$ cat src/hdl/sprite_blitter_key_alpha_defines.svh
// assertion macros used by the blitter FIFO module
`ifndef SPRITE_BLITTER_KEY_ALPHA_DEFINES_SVH
`define SPRITE_BLITTER_KEY_ALPHA_DEFINES_SVH

// antecedent implies consequent in the same cycle
`define SBKA_ASSERT_NOW(label, clk, rst_n, ante, cons, msg) \
    label: assert property (@(posedge clk) disable iff (!rst_n) (ante) |-> (cons)) \
        else $error(msg);

// antecedent implies consequent in the next cycle
`define SBKA_ASSERT_NEXT(label, clk, rst_n, ante, cons, msg) \
    label: assert property (@(posedge clk) disable iff (!rst_n) (ante) |=> (cons)) \
        else $error(msg);

`endif

$ cat src/hdl/sbka_pkg.sv
`timescale 1ns / 1ps

package sbka_pkg;

    localparam int QUEUE_AW = 2;
    localparam int CFG_IW   = 3;
    localparam int CFG_DW   = 24;

    localparam logic [CFG_IW-1:0] REG_PLACE_X    = 3'd0;
    localparam logic [CFG_IW-1:0] REG_PLACE_Y    = 3'd1;
    localparam logic [CFG_IW-1:0] REG_IMG_WIDTH  = 3'd2;
    localparam logic [CFG_IW-1:0] REG_IMG_HEIGHT = 3'd3;
    localparam logic [CFG_IW-1:0] REG_BLIT_MODE  = 3'd4;
    localparam logic [CFG_IW-1:0] REG_KEY_VALUE  = 3'd5;
    localparam logic [CFG_IW-1:0] REG_FILL_COLOR = 3'd6;

    localparam logic [2:0] MODE_COPY   = 3'd0;
    localparam logic [2:0] MODE_KEYED  = 3'd1;
    localparam logic [2:0] MODE_MIRROR = 3'd2;
    localparam logic [2:0] MODE_ALPHA  = 3'd3;
    localparam logic [2:0] MODE_FILL   = 3'd4;

    typedef struct packed {
        logic [7:0] src_red;
        logic [7:0] src_green;
        logic [7:0] src_blue;
        logic [7:0] src_alpha;
        logic [7:0] dst_red;
        logic [7:0] dst_green;
        logic [7:0] dst_blue;
    } t_pixel;

    typedef struct packed {
        logic [8:0] write_x;
        logic [7:0] write_y;
        logic [7:0] out_red;
        logic [7:0] out_green;
        logic [7:0] out_blue;
    } t_write;

    // classified pixel waiting for the blend unit
    typedef struct packed {
        logic [8:0] write_x;
        logic [7:0] write_y;
        logic [7:0] alpha;
        logic [7:0] s_red;
        logic [7:0] s_green;
        logic [7:0] s_blue;
        logic [7:0] d_red;
        logic [7:0] d_green;
        logic [7:0] d_blue;
    } t_job;

endpackage

$ cat src/hdl/sbka_fifo.sv
`timescale 1ns / 1ps
`include "sprite_blitter_key_alpha_defines.svh"

module sbka_fifo #(
    parameter type t_item = logic
) (
    input  logic  i_clk,
    input  logic  i_rst_n,
    input  logic  i_push,
    input  t_item i_data,
    output logic  o_full,
    input  logic  i_pop,
    output logic  o_empty,
    output t_item o_data
);

    localparam int AW    = sbka_pkg::QUEUE_AW;
    localparam int DEPTH = 1 << AW;

    t_item         r_mem [DEPTH];
    logic [AW-1:0] r_wp, r_rp;
    logic [AW:0]   r_cnt;
    logic          do_push, do_pop;

    assign o_full  = (r_cnt == (AW+1)'(DEPTH));
    assign o_empty = (r_cnt == '0);
    assign o_data  = r_mem[r_rp];
    assign do_push = i_push && !o_full;
    assign do_pop  = i_pop && !o_empty;

    always_ff @(posedge i_clk) begin
        if (do_push) begin
            r_mem[r_wp] <= i_data;
        end
    end

    always_ff @(posedge i_clk) begin
        if (!i_rst_n) begin
            r_wp  <= '0;
            r_rp  <= '0;
            r_cnt <= '0;
        end else begin
            if (do_push) begin
                r_wp <= r_wp + 1'b1;
            end
            if (do_pop) begin
                r_rp <= r_rp + 1'b1;
            end
            if (do_push && !do_pop) begin
                r_cnt <= r_cnt + 1'b1;
            end else if (do_pop && !do_push) begin
                r_cnt <= r_cnt - 1'b1;
            end
        end
    end

    `SBKA_ASSERT_NEXT(a_cnt_up, i_clk, i_rst_n, do_push && !do_pop, r_cnt == $past(r_cnt) + 1'b1, "fifo count did not rise on push")
    `SBKA_ASSERT_NEXT(a_cnt_down, i_clk, i_rst_n, do_pop && !do_push, r_cnt == $past(r_cnt) - 1'b1, "fifo count did not fall on pop")
    `SBKA_ASSERT_NOW(a_ptr_gap, i_clk, i_rst_n, !o_full && !o_empty, (r_wp - r_rp) == r_cnt[AW-1:0], "fifo pointers disagree with count")

endmodule

$ cat src/hdl/sbka_front.sv
`timescale 1ns / 1ps

module sbka_front #(
    parameter int FB_WIDTH       = 512,
    parameter int FB_HEIGHT      = 256,
    parameter int MAX_IMAGE_SIDE = 256
) (
    input  logic                          i_clk,
    input  logic                          i_rst_n,
    input  logic                          i_cfg_valid,
    input  logic [sbka_pkg::CFG_IW-1:0]   i_cfg_index,
    input  logic [sbka_pkg::CFG_DW-1:0]   i_cfg_data,
    input  logic                          i_accept,
    input  sbka_pkg::t_pixel              i_pixel,
    output logic                          o_job_push,
    output sbka_pkg::t_job                o_job
);

    localparam int SizeLimInt = (MAX_IMAGE_SIDE < 256) ? MAX_IMAGE_SIDE : 256;
    localparam logic [8:0]         SizeLim = 9'(SizeLimInt);
    localparam logic signed [13:0] FbW     = 14'(FB_WIDTH);
    localparam logic signed [13:0] FbH     = 14'(FB_HEIGHT);

    logic [11:0] r_place_x, r_place_y;
    logic [8:0]  r_width, r_height;
    logic [2:0]  r_mode;
    logic [7:0]  r_key;
    logic [23:0] r_fill;
    logic [7:0]  r_col, r_row;

    logic [8:0]         w, h;
    logic signed [13:0] cx, tx, ty;
    logic               keyed, clipped, emit, col_wrap, row_wrap;

    function automatic logic [8:0] eff_size(input logic [8:0] v);
        logic [8:0] r;
        r = v;
        if (v == '0) begin
            r = 9'd1;
        end else if (v > SizeLim) begin
            r = SizeLim;
        end
        return r;
    endfunction

    always_ff @(posedge i_clk) begin
        if (!i_rst_n) begin
            r_place_x <= '0;
            r_place_y <= '0;
            r_width   <= 9'd16;
            r_height  <= 9'd16;
            r_mode    <= sbka_pkg::MODE_COPY;
            r_key     <= '0;
            r_fill    <= '0;
        end else if (i_cfg_valid) begin
            case (i_cfg_index)
                sbka_pkg::REG_PLACE_X:    r_place_x <= i_cfg_data[11:0];
                sbka_pkg::REG_PLACE_Y:    r_place_y <= i_cfg_data[11:0];
                sbka_pkg::REG_IMG_WIDTH:  r_width   <= i_cfg_data[8:0];
                sbka_pkg::REG_IMG_HEIGHT: r_height  <= i_cfg_data[8:0];
                sbka_pkg::REG_BLIT_MODE:  r_mode    <= i_cfg_data[2:0];
                sbka_pkg::REG_KEY_VALUE:  r_key     <= i_cfg_data[7:0];
                sbka_pkg::REG_FILL_COLOR: r_fill    <= i_cfg_data[23:0];
                default: ;
            endcase
        end
    end

    always_comb begin
        w  = eff_size(r_width);
        h  = eff_size(r_height);
        if (r_mode == sbka_pkg::MODE_MIRROR) begin
            cx = $signed(14'(w)) - 14'sd1 - $signed(14'(r_col));
        end else begin
            cx = $signed(14'(r_col));
        end
        tx = $signed({{2{r_place_x[11]}}, r_place_x}) + cx;
        ty = $signed({{2{r_place_y[11]}}, r_place_y}) + $signed(14'(r_row));
        clipped = (tx < 14'sd0) || (tx >= FbW) || (ty < 14'sd0) || (ty >= FbH);
        keyed   = (i_pixel.src_red == r_key) && (i_pixel.src_green == r_key)
                  && (i_pixel.src_blue == r_key);

        o_job.write_x = tx[8:0];
        o_job.write_y = ty[7:0];
        o_job.d_red   = i_pixel.dst_red;
        o_job.d_green = i_pixel.dst_green;
        o_job.d_blue  = i_pixel.dst_blue;
        o_job.s_red   = i_pixel.src_red;
        o_job.s_green = i_pixel.src_green;
        o_job.s_blue  = i_pixel.src_blue;
        // full opacity turns the blend into a plain copy
        o_job.alpha   = 8'hff;
        emit          = 1'b0;
        case (r_mode)
            sbka_pkg::MODE_COPY: begin
                emit = 1'b1;
            end
            sbka_pkg::MODE_KEYED, sbka_pkg::MODE_MIRROR: begin
                emit = !keyed;
            end
            sbka_pkg::MODE_ALPHA: begin
                emit        = 1'b1;
                o_job.alpha = i_pixel.src_alpha;
            end
            sbka_pkg::MODE_FILL: begin
                emit          = 1'b1;
                o_job.alpha   = i_pixel.src_alpha;
                o_job.s_red   = r_fill[23:16];
                o_job.s_green = r_fill[15:8];
                o_job.s_blue  = r_fill[7:0];
            end
            default: begin
                emit = 1'b0;
            end
        endcase
        o_job_push = i_accept && emit && !clipped;
        col_wrap   = ({1'b0, r_col} + 9'd1) >= w;
        row_wrap   = ({1'b0, r_row} + 9'd1) >= h;
    end

    always_ff @(posedge i_clk) begin
        if (!i_rst_n) begin
            r_col <= '0;
            r_row <= '0;
        end else if (i_accept) begin
            if (col_wrap) begin
                r_col <= '0;
                r_row <= row_wrap ? 8'd0 : r_row + 8'd1;
            end else begin
                r_col <= r_col + 8'd1;
            end
        end
    end

endmodule

$ cat src/hdl/sbka_back.sv
`timescale 1ns / 1ps

module sbka_back (
    input  logic             i_clk,
    input  logic             i_rst_n,
    input  logic             i_job_empty,
    input  sbka_pkg::t_job   i_job,
    output logic             o_job_pop,
    input  logic             i_out_full,
    output logic             o_out_push,
    output sbka_pkg::t_write o_out
);

    typedef struct packed {
        logic [8:0]  write_x;
        logic [7:0]  write_y;
        logic [15:0] sum_red;
        logic [15:0] sum_green;
        logic [15:0] sum_blue;
    } t_sum;

    t_sum r_s1;
    logic r_s1_valid;
    logic en;
    t_sum n_s1;

    function automatic logic [15:0] mix(input logic [7:0] d, input logic [7:0] s,
                                        input logic [7:0] a);
        logic [7:0] inv_a;
        inv_a = 8'hff - a;
        return 16'(d) * 16'(inv_a) + 16'(s) * 16'(a);
    endfunction

    // exact divide by 255 for sums up to 65279
    function automatic logic [7:0] div255(input logic [15:0] x);
        logic [16:0] t;
        t = 17'(x) + 17'd1 + 17'(x[15:8]);
        return t[15:8];
    endfunction

    assign en         = !r_s1_valid || !i_out_full;
    assign o_job_pop  = en && !i_job_empty;
    assign o_out_push = r_s1_valid && !i_out_full;

    always_comb begin
        n_s1.write_x   = i_job.write_x;
        n_s1.write_y   = i_job.write_y;
        n_s1.sum_red   = mix(i_job.d_red, i_job.s_red, i_job.alpha);
        n_s1.sum_green = mix(i_job.d_green, i_job.s_green, i_job.alpha);
        n_s1.sum_blue  = mix(i_job.d_blue, i_job.s_blue, i_job.alpha);

        o_out.write_x   = r_s1.write_x;
        o_out.write_y   = r_s1.write_y;
        o_out.out_red   = div255(r_s1.sum_red);
        o_out.out_green = div255(r_s1.sum_green);
        o_out.out_blue  = div255(r_s1.sum_blue);
    end

    always_ff @(posedge i_clk) begin
        if (!i_rst_n) begin
            r_s1_valid <= 1'b0;
        end else if (en) begin
            r_s1_valid <= !i_job_empty;
        end
    end

    always_ff @(posedge i_clk) begin
        if (en) begin
            r_s1 <= n_s1;
        end
    end

endmodule

$ cat src/hdl/sprite_blitter_key_alpha.sv
`timescale 1ns / 1ps
// channel   direction  handshake            payload
// pixel     in         push / full          i_pixel (t_pixel)
// write     out        pop / empty          o_write (t_write)
// config    in         i_cfg_valid / ready  i_cfg_index, i_cfg_data
//
// one pixel per clock sustained while full is low; pixels pass through the
// job queue, the product register in the blend unit and the output queue
// four-entry queues sit between front and blend and at the output
// synchronous active-low reset clears counters, queues and config to defaults
// clipped, keyed or unused-mode pixels advance the counters and write nothing

module sprite_blitter_key_alpha #(
    parameter int FB_WIDTH       = 512,
    parameter int FB_HEIGHT      = 256,
    parameter int MAX_IMAGE_SIDE = 256
) (
    input  logic                        i_clk,
    input  logic                        i_rst_n,
    input  logic                        push,
    output logic                        full,
    input  sbka_pkg::t_pixel            i_pixel,
    output logic                        empty,
    input  logic                        pop,
    output sbka_pkg::t_write            o_write,
    input  logic                        i_cfg_valid,
    output logic                        o_cfg_ready,
    input  logic [sbka_pkg::CFG_IW-1:0] i_cfg_index,
    input  logic [sbka_pkg::CFG_DW-1:0] i_cfg_data
);

    logic             accept;
    logic             job_push, job_full, job_pop, job_empty;
    sbka_pkg::t_job   job_in, job_out;
    logic             out_push, out_full;
    sbka_pkg::t_write out_data;

    assign o_cfg_ready = 1'b1;
    assign full        = job_full;
    assign accept      = push && !job_full;

    sbka_front #(
        .FB_WIDTH       (FB_WIDTH),
        .FB_HEIGHT      (FB_HEIGHT),
        .MAX_IMAGE_SIDE (MAX_IMAGE_SIDE)
    ) u_front (
        .i_clk       (i_clk),
        .i_rst_n     (i_rst_n),
        .i_cfg_valid (i_cfg_valid),
        .i_cfg_index (i_cfg_index),
        .i_cfg_data  (i_cfg_data),
        .i_accept    (accept),
        .i_pixel     (i_pixel),
        .o_job_push  (job_push),
        .o_job       (job_in)
    );

    sbka_fifo #(
        .t_item (sbka_pkg::t_job)
    ) u_job_q (
        .i_clk   (i_clk),
        .i_rst_n (i_rst_n),
        .i_push  (job_push),
        .i_data  (job_in),
        .o_full  (job_full),
        .i_pop   (job_pop),
        .o_empty (job_empty),
        .o_data  (job_out)
    );

    sbka_back u_back (
        .i_clk       (i_clk),
        .i_rst_n     (i_rst_n),
        .i_job_empty (job_empty),
        .i_job       (job_out),
        .o_job_pop   (job_pop),
        .i_out_full  (out_full),
        .o_out_push  (out_push),
        .o_out       (out_data)
    );

    sbka_fifo #(
        .t_item (sbka_pkg::t_write)
    ) u_out_q (
        .i_clk   (i_clk),
        .i_rst_n (i_rst_n),
        .i_push  (out_push),
        .i_data  (out_data),
        .o_full  (out_full),
        .i_pop   (pop),
        .o_empty (empty),
        .o_data  (o_write)
    );

endmodule
$ cat config.mk
export PLATFORM = sky130hd
export DESIGN_NAME = sprite_blitter_key_alpha
export DESIGN_NICKNAME = d
export VERILOG_FILES = /design/src/hdl/sbka_pkg.sv /design/src/hdl/sbka_fifo.sv /design/src/hdl/sbka_front.sv /design/src/hdl/sbka_back.sv /design/src/hdl/sprite_blitter_key_alpha.sv
export VERILOG_INCLUDE_DIRS = /design/src /design/src/hdl
export SDC_FILE = /design/constraint.sdc
export NUM_CORES = 2
export LEC_CHECK = 0
export ABC_CLOCK_PERIOD_IN_PS = 19000
export BUFFER_PORTS_ARGS = -buffer_cell sky130_fd_sc_hd__buf_2
export CAP_MARGIN = 20
export CORE_ASPECT_RATIO = 1.75
export CORE_MARGIN = 4
export CORE_UTILIZATION = 60
export CTS_CLUSTER_SIZE = 24
export DETAILED_ROUTE_END_ITERATION = 10
export HOLD_SLACK_MARGIN = 0.08
export MAX_ROUTING_LAYER = met4
export PLACE_DENSITY = 0.79
export SYNTH_ARGS = -nofsm -noshare
export SYNTH_HDL_FRONTEND = slang
export SYNTH_SLANG_ARGS = --single-unit
$ cat constraint.sdc
create_clock -name i_clk -period 19 [get_ports i_clk]
set_input_delay 1.9 -clock i_clk [delete_from_list [all_inputs] [get_ports i_clk]]
set_output_delay 1.9 -clock i_clk [all_outputs]
set_load 0.02 [all_outputs]
=== After elaboration in Yosys (flattened, before gate mapping) ===
Memories as Yosys holds them, arrays and structs flattened. A register that Yosys moved wholly into a read port is not among the register bits.
Index checks and enable logic that the tools add are counted.

* Bits in registers: 173
* Input bits: 88
* Output and inout bits: 44
* Latch bits: 0
* Memories: 2
* Bits in read-only memories: 0
* Word-level logic and storage cells: 149
* Memory bits (writable): 456

* Bitwise gates (word level): 0
* Mux-type cells: 22
* Order comparisons: 8
* $add $sub $neg: 26
* Shifts and indexed selects: 0
* Reductions and logical operators: 49
* Eq/ne operators: 15
* Multiply operators: 6
* Div/mod/pow operators: 0

{| class="wikitable"
|+ Memory list
! name !! depth !! bits a word !! read ports !! clocked after memory_dff !! wr ports !! line !! text
|-
| u_job_q.r_mem || 4 || 73 || 1 || 1 || 1 || sbka_fifo.sv:20 || <nowiki>t_item r_mem [DEPTH];</nowiki>
|-
| u_out_q.r_mem || 4 || 41 || 1 || 1 || 1 || sbka_fifo.sv:20 ||
|}

{| class="wikitable"
|+ Operators with widths
! kind !! number
|-
| 8-bit by 8-bit multiplier with 16-bit output || 6
|-
| 16-bit by 1-bit adder with 16-bit output, second input constant || 3
|-
| 16-bit adder || 3
|-
| 16-bit by 8-bit adder with 16-bit output || 3
|-
| 9-bit two-way mux || 4
|-
| 14-bit by 1-bit less-than comparator with 1-bit output, second input constant || 2
|-
| 8-bit equality test || 3
|-
| 24-bit two-way mux || 1
|-
| 8-bit two-way mux || 3
|-
| 8-bit by 1-bit adder with 9-bit output, second input constant || 2
|-
| 3-bit equality test, second input constant || 6
|-
| 9-bit >= comparator || 2
|-
| 9-bit > comparator, second input constant || 2
|-
| 9-bit zero test || 2
|-
| 8-bit by 1-bit adder with 8-bit output, second input constant || 2
|-
| 2-bit AND reduction || 8
|-
| 1-bit logical AND || 15
|-
| 12-bit by 14-bit adder with 14-bit output || 1
|-
| 14-bit by 10-bit >= comparator with 1-bit output, second input constant || 1
|-
| 14-bit by 11-bit >= comparator with 1-bit output, second input constant || 1
|-
| 14-bit two-way mux || 1
|-
| 14-bit by 9-bit subtractor with 14-bit output || 1
|-
| 12-bit by 9-bit adder with 13-bit output || 1
|-
| 3-bit by 2-bit equality test with 1-bit output, second input constant || 4
|-
| other kinds (16) || 49
|}

=== Longest topological paths before layout ===
* Depth after elaboration: 18
* Depth in mapped cells: 31
* Depth with buffers taken out: 31

=== By module ===
From an unflattened synthesis, not the netlist that was laid out.

* Cell total of the unflattened synthesis: 3197
* Area, all modules: 40050.9 um^2

{| class="wikitable"
|+ By module, submodules not included
! module !! area each (um^2) !! cells each !! sequential area each (um^2) !! instances
|-
| sbka_back || 16170.5 || 1678 || 1971.9 || 1
|-
| sbka_fifo (u_job_q) || 11086.9 || 429 || 8948.6 || 1
|-
| sbka_fifo (u_out_q) || 6456.2 || 263 || 5104.9 || 1
|-
| sbka_front || 6312.3 || 824 || 1861.8 || 1
|-
| sprite_blitter_key_alpha || 25.0 || 3 || 0.0 || 1
|}

=== Worst setup path after synthesis ===
No wires, ideal clock.

* Kind: reg-to-reg
* Start: register u_front.r_width[3]
* End: memory u_job_q.r_mem[0][0] (netlist name), enable pin
* Data required time: 18561 ps
* Data arrival time: 6643 ps
* Slack: 11918 ps
* Library setup time: 439 ps
* Buffers on the path: 0
* Period minus slack after synthesis: 7082 ps
* Stages on the path, launching flop included: 27
* Cells stage by stage: dfxtp_1 -> nor4_1 -> nand2b_1 -> nor3_1 -> nor2_1 -> nor2_1 -> inv_1 -> ha_1 -> xnor2_1 -> ha_1 -> nor2b_1 -> o21ai_0 -> nand2b_1 -> a21o_1 -> a21o_1 -> a31oi_1 -> xor2_1 -> nor2_1 -> ha_1 -> a21oi_1 -> nor2b_1 -> nor2_1 -> o221ai_1 -> a31oi_1 -> nand3_1 -> a2111oi_4 -> and2_1

* Word-level cells in the longest chain between the ends: 16
* Elaborated cells between the ends (all ways): 18
* Those cells by class: 3 x add/sub; 3 x order compare; 5 x mux; 7 x reduce/logical

{| class="wikitable"
|+ Ends and longest elaborated chain
! what !! line !! text
|-
| start: declaration || sbka_front.sv:25 || <nowiki>logic [8:0] r_width, r_height;</nowiki>
|-
| start signal: assignment || sbka_front.sv:59 || <nowiki>sbka_pkg::REG_IMG_WIDTH: r_width <= i_cfg_data[8:0];</nowiki>
|-
| 9-bit > comparator || sbka_front.sv:40 || <nowiki>end else if (v > SizeLim) begin</nowiki>
|-
| 9-bit two-way mux || sbka_front.sv:40 ||
|-
| 9-bit two-way mux * || sbka_front.sv:38 || <nowiki>if (v == '0) begin</nowiki>
|-
| 9-bit by 1-bit subtractor with 10-bit output * || sbka_front.sv:73 || <nowiki>cx = $signed(14'(w)) - 14'sd1 - $signed(14'(r_col));</nowiki>
|-
| 14-bit by 9-bit subtractor with 14-bit output * || sbka_front.sv:73 ||
|-
| 14-bit two-way mux * || sbka_front.sv:72 || <nowiki>if (r_mode == sbka_pkg::MODE_MIRROR) begin</nowiki>
|-
| 12-bit by 14-bit adder with 14-bit output * || sbka_front.sv:77 || <nowiki>tx = $signed({{2{r_place_x[11]}}, r_place_x}) + cx;</nowiki>
|-
| 14-bit by 1-bit less-than comparator with 1-bit output / 14-bit by 11-bit >= comparator with 1-bit output (equally long branches) || sbka_front.sv:79 || <nowiki>clipped = (tx < 14'sd0) || (tx >= FbW) || (ty < 14'sd0) || (ty >= FbH);</nowiki>
|-
| 1-bit logical OR * (3 in series) || sbka_front.sv:79 ||
|-
| 1-bit zero test * || sbka_front.sv:116 || <nowiki>o_job_push = i_accept && emit && !clipped;</nowiki>
|-
| 1-bit logical AND * || sbka_front.sv:116 ||
|-
| 1-bit logical AND * || sbka_fifo.sv:28 || <nowiki>assign do_push = i_push && !o_full;</nowiki>
|-
| named net u_job_q.do_push || sbka_fifo.sv:23 || <nowiki>logic do_push, do_pop;</nowiki>
|-
| 1-bit two-way mux * || sbka_fifo.sv:32 || <nowiki>if (do_push) begin</nowiki>
|-
| 1-bit two-way mux (implied by the code) * || sbka_fifo.sv:33 || <nowiki>r_mem[r_wp] <= i_data;</nowiki>
|-
| end: declaration || sbka_fifo.sv:20 ||
|}

The timed path passes the listed nets; every way through them passes the cells marked *.

==> results.yml <==
status:
  outcome: "completed"
clock_tree:
  cts-hold-fix-buffers: 0
  cts_num_sinks: 633
  cts.htree.levels: 2
  cts_resized: 0
  post_cts_buffers: 0
  clk_path_buf_depth: 3
  cts_made_buffers: 55
  clk_transition_reported_paths_ps: 70
  cts_tree: "built"
  root_buffer: "clkbuf_16"
  clkLatencyLatePin_ps: 640
die:
  floorplan.initialDensity_pct: 60.70
  core-area_mm2: 0.06448
  ioPinCount: 132
  die_w_um: 201.1
  fp.dieH_um: 345.9
  rows: 123
  dieArea_mm2: 0.06955
flow_run:
  maxCapViolations: 0
layout:
  area_delta_synth_final_pct: 8.947
  final_cells: 4231
  final_common_cell: "edfxtp_1"
  multiInputGateArea_mm2: 0.01941
  nets: 4017
  num-fill-cells: 4687
  final-seq-area_mm2: 0.01790
  design_area_mm2: 0.04264
  final_cell_mix: "521 x edfxtp_1, 405 x inv_1, 401 x nand2_1"
  drive_gt1_share_pct: 12.54
detailed_routing:
  totalWireLength_um: 86130
  drc_errors: 0
  wire_per_inst_um: 20.36
  viasPerCell: 5.813
  drtIter0Drc: 1601
  vias: 24600
  drtAntennaViolNets: 0
  first_pass_iters: 7
sta:
  timing.final.max_slew_violations: 0
  setup_viol: 0
  fin_crit_ps: 8029
  fin_setup_tns_ps: 0
  rsz0062_at_grt: "false"
  period_share_pct: 42.26
  worst_slew_pin_slew_ps: 1021
  slew_headroom_pct: 31.47
  max_freq_mhz: 124.5
  setup_slack_ps: 10970
  finClkSkew_ps: 24.77
  hold_violations: 0
placement:
  dp_hpwl_um: 63800
  place_inst: 4123
  dp_slack_ps: 11050
  gp_congestion: 0.9104
  port_buffers: 130
  placed_area_mm2: 0.04072
critical_path:
  cp-end-kind: "register"
  worstSetupPathType: "register to register"
  crit_family: "adder cells"
  required_ps: 19370
  worstPathArrival_ps: 8400
  cp_common_cell: "fa_1"
  critPathMaxStageDelay_ps: 740
  crit_path_start_kind: "register"
  cp_max_fo: 53
  critical_path_buf_inv_count: 3
  cp_slowest_cell: "buf_4"
  worstPathCellList: "buf_4 -> buf_4 -> mux2_2 -> o21ai_1 -> nand2b_1 -> fa_1 -> fa_1 -> inv_1 -> fa_1 -> fa_1 -> fa_1 -> fa_1 -> ha_1 -> nor2b_1 -> o21ai_0 -> a31oi_1 -> a41oi_1 -> nor2b_1 -> xnor2_1"
  ff2ff_setup_slack_ps: 10970
yosys:
  synth_cell_types: 69
  synthTopCellsByArea: "edfxtp_1 40%, fa_1 15%, ha_1 8.5%, dfxtp_1 5.7%, mux4_2 4.4%"
  syn_area_per_cell_um2: 12.03
  ys_warn_count: 0
  netlist.area_leader.share_pct: 39.97
  ys_seq_elements: 633
  synthArstFlopShare_pct: 0
  syn_inst: 3253
  netlist_area_mm2: 0.03914
  synth_enable_flop_cells: 521
  ys_seq_area_share_pct: 45.70
  synth_top_flop_cell: "edfxtp_1"
  synth_area_leader_cell: "edfxtp_1"
global_routing:
  grt_pass1_vias: 25980
  overflow: 0
  grt_util_all_layers_pct: 25.61
  grt_max_degree: 82
  antenna_found_initial: 7
  grt_pass1_wl_um: 137300
hold_path:
  hp-class: "register to register"
==> cells by family (layout without fill, tap and decap cells) <==
kind of cell,Yosys count,after routing,synth area share (%)
AO/OA/AOI/OAI,349,349,5.575
XOR/XNOR,120,120,2.685
adder cells (fa/ha/maj),560,560,23.52
buffers and inverters,510,669,4.919
flip-flops,633,633,45.70
multiplexers,188,188,7.438
other,2,9,0.01919
AND/OR/NAND/NOR,891,891,10.15
==> per-layer routing <==
layer / share of wire [%] / vias to the layer above / global-route usage [%]
met3: 4.9 / 248 / 3.330
met1: 35 / 12290 / 27.83
li1: - / 11310 / -
met5: 0 / - / -
met2: 55 / 747 / 46.58
met4: 5.2 / 0 / 11.63
==> cells in the mapped netlist (13+ instances only) <==
master and number:
edfxtp_1 521, inv_1 405, nand2_1 401, fa_1 293, ha_1 267, nor2_1 216
a21oi_1 124, dfxtp_1 112, xnor2_1 83, mux4_2 76, clkbuf_1 73, and2_1 70
mux2_2 63, o21ai_0 60, mux2i_1 49, nand3_1 45, nand2b_1 41, o21a_1 40
xor2_1 37, nor3_1 26, buf_1 23, a21o_1 22, o21ai_1 22, and3_1 18
a31oi_1 16, or2_2 16, nor2b_1 15, or3_1 13
==> registers in the layout, summed over array words and instances, names as in the netlist, 8 cells and up, named ones only <==
| signal | count |
|---|---|
| u_back.o_out | 17 |
| u_back.r_s1 | 48 |
| u_front.r_col | 8 |
| u_front.r_fill | 24 |
| u_front.r_height | 9 |
| u_front.r_key | 8 |
| u_front.r_place_x | 12 |
| u_front.r_place_y | 12 |
| u_front.r_row | 8 |
| u_front.r_width | 9 |
| u_job_q.r_mem | 292 |
| u_out_q.r_mem | 164 |
==> final cells by class <==
class / instances / share of cell area, %
timing repair buffer: 160 / 2.101
multi-input combinational: 2112 / 45.51
clock buffer: 67 / 3.383
inverter: 407 / 3.582
antenna: 5 / 0.02934
clock inverter: 35 / 1.045
tap: 812 / 2.382
sequential: 633 / 41.97
==> final timing paths <==
| path | endpoint | startpoint | depth (start not counted) |
|---|---|---|---|
| max | u_back.r_s1[12]$_DFFE_PN_ | register | 19 |
| min | u_front.r_fill[7]$_SDFFE_PN0P_ | u_front.r_fill[7]$_SDFFE_PN0P_ | 2 |
| max reg2reg | u_back.r_s1[12]$_DFFE_PN_ | register | 19 |
| min reg2reg | u_front.r_fill[7]$_SDFFE_PN0P_ | u_front.r_fill[7]$_SDFFE_PN0P_ | 2 |
==> through the flow <==
stage | utilization (%) | hold slack (ps)
after global routing | 66.13 | 470.4
final | 66.13 | 452.3
after global placement | 63.13 | 437.8
after CTS | 66.07 | 453.5
after detailed placement | 63.14 | 443.3
after floorplan | - | 432.9
==> worst register-to-register path, stage by stage, from the launching register on <==
cell	delay (ps)
dfxtp_4	540
buf_4	580
buf_4	800
mux2_2	450
o21ai_1	700
nand2b_1	230
fa_1	450
fa_1	550
inv_1	50
fa_1	520
fa_1	440
fa_1	510
fa_1	490
ha_1	360
nor2b_1	150
o21ai_0	230
a31oi_1	160
a41oi_1	280
nor2b_1	190
xnor2_1	80
Power is left out: the tool's default activity adds up to more than one toggle a clock period on the data nets, which glitch-free logic cannot reach.
